$ cat config.mk
export PLATFORM = sky130hd
export DESIGN_NAME = unordered_key_table_top
export DESIGN_NICKNAME = d
export VERILOG_FILES = /design/src/design/ukt_pkg.sv /design/src/design/unordered_key_table_top.sv
export SDC_FILE = /design/constraint.sdc
export NUM_CORES = 2
export LEC_CHECK = 0
export BUFFER_PORTS_ARGS = -buffer_cell sky130_fd_sc_hd__buf_2
export CAP_MARGIN = 20
export CORE_UTILIZATION = 40
export CTS_BUF_LIST = sky130_fd_sc_hd__clkbuf_4
export DETAILED_ROUTE_END_ITERATION = 8
export SLEW_MARGIN = 20
export SYNTH_ARGS = -nofsm -noshare
export SYNTH_HDL_FRONTEND = slang
export SYNTH_SLANG_ARGS = --single-unit
$ cat constraint.sdc
create_clock -name clk -period 4.4 [get_ports clk]
set_input_delay 0.66 -clock clk [delete_from_list [all_inputs] [get_ports clk]]
set_output_delay 0.66 -clock clk [all_outputs]
set_load 0.02 [all_outputs]
$ cat src/design/ukt_pkg.sv
// ukt_pkg: shared types and constants of the unordered key table
// no dependencies; imported by unordered_key_table_top and ukt_checker
`timescale 1ns / 1ps
`default_nettype none

package ukt_pkg;

  localparam int DEPTH     = 64;
  localparam int KEY_WIDTH = 32;
  localparam int IDX_W     = $clog2(DEPTH);
  localparam int CNT_W     = $clog2(DEPTH + 1);

  typedef enum logic [1:0] {
    ACT_INSERT     = 2'd0,
    ACT_SEARCH     = 2'd1,
    ACT_REMOVE     = 2'd2,
    ACT_REMOVE_ALL = 2'd3
  } action_t;

  typedef enum logic [2:0] {
    ST_IDLE,
    ST_SCAN,
    ST_LAST,
    ST_RESP
  } state_t;

  typedef struct packed {
    logic [1:0]           action;
    logic [KEY_WIDTH-1:0] key;
  } req_t;

  typedef struct packed {
    logic             ok;
    logic [IDX_W-1:0] found_index;
    logic [CNT_W-1:0] entries_used;
  } rsp_t;

endpackage

`default_nettype wire

$ cat src/design/unordered_key_table_top.sv
// unordered_key_table_top: packed unordered key table with insert, search and removes
// depends on ukt_pkg
`timescale 1ns / 1ps
`default_nettype none

// A request carries an action and a key; each request gives exactly one response with
// ok, found_index and the entry count after the request. Keys live in slots
// 0 .. entries_used-1 of one synchronous key memory (one read, one write a cycle).
// Insert appends at the end without a walk. Search, remove and remove-all walk the
// memory from slot 0 at one entry per cycle; each entry removed adds a pass through
// ST_LAST, where the last entry, fetched by the scan, is moved into the freed slot,
// and remove-all re-checks the moved entry in the same cycle as the move. The walk
// through the single read port sets how fast requests finish. A new request is taken
// only when the previous one has left the walk; a finished response may still be
// waiting in the output register. The key memory needs no clearing after reset, so
// requests are taken right away. capacity may be written only while the block is idle;
// values above DEPTH act as DEPTH and 0 makes every insert fail.
module unordered_key_table_top (
  input  wire logic          clk,
  input  wire logic          rst,
  input  wire logic          req_valid,
  output logic               req_ready,
  input  wire ukt_pkg::req_t req,
  output logic               rsp_valid,
  input  wire logic          rsp_ready,
  output ukt_pkg::rsp_t      rsp,
  input  wire logic          cfg_we,
  input  wire logic [ukt_pkg::CNT_W-1:0] cfg_data
);
  import ukt_pkg::*;

  // key memory, read data registered
  logic [KEY_WIDTH-1:0] mem [DEPTH];
  logic [KEY_WIDTH-1:0] rdata;
  logic [IDX_W-1:0]     raddr;
  logic [IDX_W-1:0]     waddr;
  logic [KEY_WIDTH-1:0] wdata;
  logic                 mem_we;

  state_t state, state_next;

  // request context
  logic [1:0]           act, act_next;
  logic [KEY_WIDTH-1:0] key_reg, key_next;
  logic [IDX_W-1:0]     cur, cur_next;       // slot whose data sits in rdata
  logic [CNT_W-1:0]     used, used_next;
  logic                 ok_acc, ok_next;
  logic [IDX_W-1:0]     found, found_next;
  logic [CNT_W-1:0]     capacity;

  logic             accept;
  logic             hit;
  logic [CNT_W-1:0] cur_inc;
  logic [CNT_W-1:0] used_dec;
  logic [CNT_W-1:0] used_dec2;
  logic [CNT_W-1:0] eff_cap;
  logic             last_done;
  logic             again;
  logic             cont;
  logic             rsp_free;

  assign req_ready = (state == ST_IDLE);
  assign accept    = req_valid && req_ready;
  assign rsp_free  = !rsp_valid || rsp_ready;

  assign hit       = (rdata == key_reg);
  assign cur_inc   = {1'b0, cur} + CNT_W'(1);
  assign used_dec  = used - CNT_W'(1);
  assign used_dec2 = used - CNT_W'(2);
  assign eff_cap   = (capacity > CNT_W'(DEPTH)) ? CNT_W'(DEPTH) : capacity;

  // moved-in last entry: slot cur was the last one, or it needs another drop, or walk on
  assign last_done = ({1'b0, cur} >= used_dec);
  assign again     = (act == ACT_REMOVE_ALL) && hit && !last_done;
  assign cont      = (act == ACT_REMOVE_ALL) && !hit && !last_done && (cur_inc < used_dec);

  // next state
  always_comb begin
    state_next = state;
    unique case (state)
      ST_IDLE: begin
        if (accept) begin
          if (req.action == ACT_INSERT || used == '0) begin
            state_next = ST_RESP;
          end else begin
            state_next = ST_SCAN;
          end
        end
      end
      ST_SCAN: begin
        if (hit) begin
          state_next = (act == ACT_SEARCH) ? ST_RESP : ST_LAST;
        end else if (cur_inc < used) begin
          state_next = ST_SCAN;
        end else begin
          state_next = ST_RESP;
        end
      end
      ST_LAST: begin
        if (again) begin
          state_next = ST_LAST;
        end else if (cont) begin
          state_next = ST_SCAN;
        end else begin
          state_next = ST_RESP;
        end
      end
      ST_RESP: begin
        if (rsp_free) begin
          state_next = ST_IDLE;
        end
      end
      default: state_next = ST_IDLE;
    endcase
  end

  // memory addressing and request context
  always_comb begin
    raddr      = cur;
    mem_we     = 1'b0;
    waddr      = cur;
    wdata      = rdata;
    act_next   = act;
    key_next   = key_reg;
    cur_next   = cur;
    used_next  = used;
    ok_next    = ok_acc;
    found_next = found;
    unique case (state)
      ST_IDLE: begin
        if (accept) begin
          act_next   = req.action;
          key_next   = req.key;
          ok_next    = 1'b0;
          found_next = '0;
          cur_next   = '0;
          raddr      = '0;
          if (req.action == ACT_INSERT && used < eff_cap) begin
            mem_we    = 1'b1;
            waddr     = used[IDX_W-1:0];
            wdata     = req.key;
            used_next = used + CNT_W'(1);
            ok_next   = 1'b1;
          end
        end
      end
      ST_SCAN: begin
        if (hit) begin
          if (act == ACT_SEARCH) begin
            ok_next    = 1'b1;
            found_next = cur;
          end else begin
            raddr = used_dec[IDX_W-1:0];  // fetch the last entry
          end
        end else if (cur_inc < used) begin
          raddr    = cur_inc[IDX_W-1:0];
          cur_next = cur_inc[IDX_W-1:0];
        end
      end
      ST_LAST: begin
        // rdata holds the last entry: move it into slot cur and shrink
        mem_we    = 1'b1;
        waddr     = cur;
        wdata     = rdata;
        used_next = used_dec;
        ok_next   = 1'b1;
        if (again) begin
          raddr = used_dec2[IDX_W-1:0];
        end else if (cont) begin
          raddr    = cur_inc[IDX_W-1:0];
          cur_next = cur_inc[IDX_W-1:0];
        end
      end
      ST_RESP: begin
      end
      default: begin
      end
    endcase
  end

  always_ff @(posedge clk) begin
    if (mem_we) begin
      mem[waddr] <= wdata;
    end
    rdata <= mem[raddr];
  end

  always_ff @(posedge clk) begin
    if (rst) begin
      state     <= ST_IDLE;
      used      <= '0;
      capacity  <= CNT_W'(DEPTH);
      rsp_valid <= 1'b0;
    end else begin
      state <= state_next;
      used  <= used_next;
      if (cfg_we) begin
        capacity <= cfg_data;
      end
      if (state == ST_RESP && rsp_free) begin
        rsp_valid <= 1'b1;
      end else if (rsp_ready) begin
        rsp_valid <= 1'b0;
      end
    end
  end

  // payload registers
  always_ff @(posedge clk) begin
    act     <= act_next;
    key_reg <= key_next;
    cur     <= cur_next;
    ok_acc  <= ok_next;
    found   <= found_next;
    if (state == ST_RESP && rsp_free) begin
      rsp.ok           <= ok_acc;
      rsp.found_index  <= found;
      rsp.entries_used <= used;
    end
  end

endmodule

`default_nettype wire

## Word-level counts from Yosys, hierarchy flattened

Memory sizes are Yosys's and may differ from the RTL's. A register that Yosys moved wholly into a read port is not among the register bits.
Index checks and enable logic that the tools add are counted.

| storage, ports and cells | value |
|---|---|
| register bits | 79 |
| memory bits (writable) | 2,048 |
| input port bits | 46 |
| output and inout port bits | 16 |
| logic and storage cells | 105 |
| memories | 1 |

| operators by class | value |
|---|---|
| add/sub/neg operators | 4 |
| order comparisons | 5 |
| equal/unequal tests | 13 |
| muxes and demuxes | 44 |
| reduce and logical (&&, ||, !) cells | 26 |

Memory list:

| name | depth | bits a word | read ports | clocked after memory_dff | write ports | line | text |
|---|---|---|---|---|---|---|---|
| mem | 64 | 32 | 1 | 1 | 1 | unordered_key_table_top.sv:33 | `logic [KEY_WIDTH-1:0] mem [DEPTH];` |

Operators by type and width:

| cell | number |
|---|---|
| $mux 32 | 3 |
| $mux 6 | 14 |
| $pmux 6 s3 | 2 |
| $eq 32x32->1 | 1 |
| $lt 7x7->1 | 3 |
| $mux 7 | 3 |
| $pmux 7 s2 | 1 |
| $pmux 3 s4 | 1 |
| $pmux 6 s2 | 1 |
| $mux 1 | 10 |
| $mux 2 | 5 |
| $ne 2x2->1 const B | 5 |
| $logic_and 1x1->1 | 8 |
| $reduce_and 4->1 | 2 |
| $add 6x1->7 const B | 1 |
| $add 7x1->7 const B | 1 |
| $ge 6x7->1 | 1 |
| $gt 7x7->1 const B | 1 |
| $logic_not 7->1 | 1 |
| $sub 7x1->7 const B | 1 |
| $eq 3x2->1 const B | 2 |
| $mux 3 | 2 |
| $reduce_and 3->1 | 2 |
| $reduce_bool 2->1 | 3 |
| 13 further kinds | 18 |

## Longest topological paths before layout

| logic depth | value |
|---|---|
| word-level depth | 9 |
| gate-level depth with buffers | 24 |
| depth with buffers taken out | 17 |

## Worst setup path after synthesis

Ideal clock, no wire load.

| timing | value |
|---|---|
| path kind | register to register |
| start point | register used[0] |
| end point | memory mem[55][0] (enable) |
| library setup time | 0.421 ns |
| arrival | 4.307 ns |
| data required time | 3.979 ns |
| setup slack | -0.328 ns |
| stages on the path, launching flop included | 15 |
| buffers on the path | 3 |
| period minus slack after synthesis | 4.728 ns |
| cell sequence | dfxtp_1 -> buf_2 -> or3b_2 -> a21o_1 -> a21o_1 -> a21o_1 -> a21o_1 -> a21oi_1 -> o21ai_0 -> or2_2 -> clkbuf_1 -> buf_1 -> o31ai_1 -> nand2_1 -> nor2_1 |

| on the way | value |
|---|---|
| cells in the longest elaborated chain, start to end | 7 |
| elaborated cells on any way between the ends | 10 |
| classes of those cells | order compare: 1; mux: 8; reduce/logical: 1 |

RTL lines:

| element | line | text |
|---|---|---|
| start: declaration | unordered_key_table_top.sv:46 | `logic [CNT_W-1:0] used, used_next;` |
| start signal: assignment | unordered_key_table_top.sv:196 | `used <= used_next;` |
| $lt 7x7->1 | unordered_key_table_top.sv:138 | `if (req.action == ACT_INSERT && used < eff_cap) begin` |
| $logic_and 1x1->1 | unordered_key_table_top.sv:138 |  |
| $mux 1 | unordered_key_table_top.sv:138 |  |
| $mux 1 | unordered_key_table_top.sv:131 | `if (accept) begin` |
| $pmux 1 s2 | unordered_key_table_top.sv:129 | `unique case (state)` |
| $mux 1 | unordered_key_table_top.sv:182 | `if (mem_we) begin` |
| $mux 1 (not written as such) | unordered_key_table_top.sv:183 | `mem[waddr] <= wdata;` |
| end: declaration | unordered_key_table_top.sv:33 |  |

Several ways; a longest one is shown, not always the timed one.

## Worst setup path in the final report

| timing | value |
|---|---|
| start point | register used[2] |
| end point | register rdata[15] (read register of mem) |

| on the way | value |
|---|---|
| cells in the longest elaborated chain, start to end | 8 |
| elaborated cells on any way between the ends | 15 |
| classes of those cells | add/sub: 2; order compare: 3; mux: 6; reduce/logical: 4 |

RTL lines:

| element | line | text |
|---|---|---|
| $sub 7x1->7 | unordered_key_table_top.sv:68 | `assign used_dec = used - CNT_W'(1);` |
| $ge 6x7->1 | unordered_key_table_top.sv:73 | `assign last_done = ({1'b0, cur} >= used_dec);` |
| $logic_not 1->1 | unordered_key_table_top.sv:74, unordered_key_table_top.sv:75 |  |
| $logic_and 1x1->1 (2 in series) | unordered_key_table_top.sv:75 | `assign cont = (act == ACT_REMOVE_ALL) && !hit && !last_done && (cur_inc < used_dec);` |
| $mux 6 | unordered_key_table_top.sv:169 | `end else if (cont) begin` |
| $mux 6 | unordered_key_table_top.sv:167 | `if (again) begin` |
| $pmux 6 s3 * | unordered_key_table_top.sv:129 |  |
| end: declaration | unordered_key_table_top.sv:34 | `logic [KEY_WIDTH-1:0] rdata;` |

Mark *: on every way between the ends. The rest lies on a longest branch, timed or not.
A chain may end at the register's enable or synchronous reset.

==> results.cfg <==
[logic_synthesis]
synth-compound-area-share_pct = 9.31
synthTopCellsByArea = edfxtp_1 74%, nand2_1 6.6%, mux2i_1 2.1%
yosys_warnings = 0
synth_top_family_by_area = simple AND/OR/NAND/NOR gates
synth_top_area_share_pct = 73.8
synthSimpleGateAreaFrac_pct = 10.0
synthMuxAreaShare_pct = 2.62
synth-seq-area-share_pct = 74.9
synth_cells = 6003
synthesis.area_um2 = 85900
synthAdderAreaFrac_pct = 0.466
synth_enable_flop_cells = 2109
synth_seq_cells = 2158
ys.flop_type = edfxtp_1
postSynth.asyncResetShare_pct = 0
synthXorXnorAreaFrac_pct = 0.536
postSynthAreaPerCell_um2 = 14.3
yosys.cell_types.count = 81
synth_nets = 6081
yosys.area.top_type = edfxtp_1

[power_and_ir_drop]
power.internal_mw = 52.2
seq_power_share_pct = 31.6
irDropWorstVdd_v = 0.000428
p_leak_nw = 37.4
switching_power_mw = 32.5
power_mw = 84.7
switching_share_pct = 38.4
p_comb_share_pct = 48.2
powerDensity_nw_per_um2 = 785
clkPwrFrac_pct = 20.2

[timing]
hold_viol = 0
maxSlewHeadroom_pct = 47.1
clock.fmax_ghz = 0.205
min_period_over_period_pct = 111
fin_crit_ns = 4.88
setup_viol = 32
rsz0062_at_grt = true
fin_ws_ns = -0.480
worst_clock_skew_ns = 0.114
worst_slew_pin_slew_ns = 0.793
drv_slew = 0

[drt]
ant_nets = 0
viasPerCell = 5.69
wire_per_inst_um = 26.3
wl_mm = 273
wl_met1_mm = 109
drt_iter0_drc = 6160
drcViolationCount = 0
first_pass_iters = 7
wl_met3_mm = 25.2
highest_layer = met5
vias = 59100
wl_met2_mm = 128

[status]
status = complete, but fails checks
violations = negative setup slack

[grt]
grt_antenna_before_repair = 13
grt_max_degree = 65
grt_first_pass_wirelength_mm = 390
grt_overflow = 0
grt_pass1_vias = 57200
grtUsageTotal_pct = 24.6

[cells_and_area]
fillerInstances = 18000
fin_util_pct = 50.7
area_growth_pct = 25.7
fin_nets = 7268
largest_register_ffs = 2048
drive_above_1_share_pct = 27.9
stdcell_count = 10400

[place]
gp_congestion = 0.938
dp_slack_ns = -0.928
dp.cells = 9240
dp_hpwl_mm = 162
portBuffers = 61

[critical_path]
critPathKind = reg2reg
crit_required_ns = 5.65
reg2reg_to = rdata[15]$_DFF_P_
rr_worst_depth = 19
cp_max_fo = 6
arrival_ns = 6.13
ff2ff_setup_slack_ns = -0.48
crit_end = rdata[15]$_DFF_P_
cp-end-kind = flop
startpoint_type = flop
crit-reg2reg-launch = used[2]$_SDFFE_PP0P_
worstSetupStartpoint = used[2]$_SDFFE_PP0P_

[clock_tree]
cts.clk_slew.worst_paths_ns = 0.06
cts_sinks = 2158
clk_path_buf_depth = 4
cts_tree = done
clock_latency_ns = 1.42
htreeDepth = 6
numCtsBuffers = 571
cts_root_buffer = clkbuf_4

[min_path]
whs_path_depth = 2
min_path_type = in2reg

[floorplan]
coreArea_um2 = 213000
boundaryPins = 62
die-area_um2 = 217000
fp.dieH_um = 465
fp.dieW_um = 465
row_count = 169
start_util_pct = 40.4

[job]
cap_violations = 0
[layout by cell type, fill, tap and decap left out, types with 21 or more instances in the layout]
| master | n |
|---|---|
| a211oi_2 | 26 |
| a21oi_1 | 330 |
| a221oi_1 | 67 |
| a22o_1 | 48 |
| a311oi_1 | 90 |
| a32o_1 | 111 |
| a32oi_1 | 134 |
| and3_1 | 107 |
| buf_12 | 238 |
| buf_16 | 26 |
| buf_2 | 61 |
| buf_4 | 565 |
| buf_6 | 21 |
| clkbuf_4 | 832 |
| clkinv_1 | 71 |
| dfxtp_1 | 49 |
| dlygate4sd3_1 | 85 |
| edfxtp_1 | 2109 |
| ha_1 | 27 |
| inv_1 | 22 |
| mux2_2 | 21 |
| mux2i_1 | 180 |
| nand2_1 | 1504 |
| nand3_1 | 140 |
| nand4_1 | 23 |
| nor2_1 | 43 |
| nor2_4 | 68 |
| nor4_1 | 37 |
| o21ai_0 | 31 |
| o22ai_1 | 35 |
| or4_4 | 22 |
| xor2_1 | 32 |
[metrics by stage]
| stage | instance area, um^2 | TNS, ns | hold slack, ns |
|---|---|---|---|
| 2_1_floorplan | 85900 | -666.35 | 0.400 |
| 3_3_place_gp | 97100 | -45.18 | 0.405 |
| 3_5_place_dp | 97200 | -35.80 | 0.406 |
| 4_1_cts | 107000 | -12.49 | 0.000241 |
| 5_1_grt | 108000 | -17.36 | 0.0606 |
| 6_report | 108000 | -13.16 | 0.129 |
[worst min path at each step]
stage / startpoint / to / slack, ns
after floorplan: found[3]$_SDFFCE_PN0P_ / rsp[10]$_DFFE_PP_ / 0.40
after global placement: ok_acc$_SDFFCE_PN1P_ / rsp[13]$_DFFE_PP_ / 0.40
after detailed placement: found[5]$_SDFFCE_PN0P_ / rsp[12]$_DFFE_PP_ / 0.41
after CTS: req[29] / key_reg[29]$_DFFE_PP_ / 0.0002
after global routing: req[28] / key_reg[28]$_DFFE_PP_ / 0.06
final: req[19] / key_reg[19]$_DFFE_PP_ / 0.13
[cell usage after synthesis (all sizes together) (15+ instances only)]
master and n:
a21oi 342, nand3 144, or4 23, o22ai 45, buf 198, nor2 113
nor4b 22, a22o 48, xor2 34, a311oi 102, nand2 1507, mux2i 184
and3 108, a22oi 18, a31oi 15, clkbuf 209, ha 32, a211oi 34
a32o 113, xnor2 16, mux2 34, a221oi 84, o21ai 41, nand4 23
a32oi 141, nor4 47, dfxtp 49, edfxtp 2109, inv 26
[routing by layer]
metal | track usage, % | vias to the layer above
li1 | - | 25800
met1 | 33.2 | 29700
met2 | 39.0 | 3054
met3 | 4.97 | 561
met4 | 9.82 | 12
met5 | 0 | -
[critical path, stage by stage, from the launching register on]
cell and delay [ns]:
dfxtp_1 0.31, buf_4 0.13, nor4_1 0.46, nand2_1 0.14
xnor2_1 0.20, buf_4 0.16, o21ai_1 0.39, nand2_2 0.19
a311o_1 0.45, a211oi_4 0.36, buf_12 0.20, buf_4 0.14
buf_8 0.14, buf_16 0.15, buf_12 0.13, mux4_2 0.50
a32o_1 0.24, nor4_2 0.17, buf_4 0.18, nor4_1 0.05
[power by group through the flow]
stage	clock network [mW]	registers, mW	logic [mW]
2_1_floorplan	0	27.0	17.9
5_1_grt	18.4	26.8	42.9
3_5_place_dp	0	27.2	34.4
6_report	17.1	26.8	40.8
4_1_cts	17.4	26.8	39.4
3_3_place_gp	0	27.2	33.9
[timing repair]
action,in CTS,in global routing
gates resized for setup,200,79
gates cloned,23,5
pin swaps,85,57
endpoints found under the hold margin,133,0
setup buffers,79,13
setup endpoints to repair,335,112
hold buffers,85,0
[area by class of cell]
type                    instances  area (um^2)  area share, %
diodes                          5         12.5         0.0116
inverters                      26         97.6         0.0904
multi-input cells            3413        21400           19.8
clock buffers                 832         6250           5.79
repair buffers               1020        11700           10.9
well taps                    2821         3530           3.27
flip-flops and latches       2158        64300           59.6
clock inverters               104          633          0.586
[kinds of logic after synthesis]
logic type / Yosys count
muxes: 219
and+or+nand+nor: 2035
buffers and inverters: 433
xor gates and xnor gates: 50
DFF: 2158
adders and majority gates: 32
AOI/OAI and AO/OA: 1076
No activity file was read; power rests on OpenSTA's default activity.
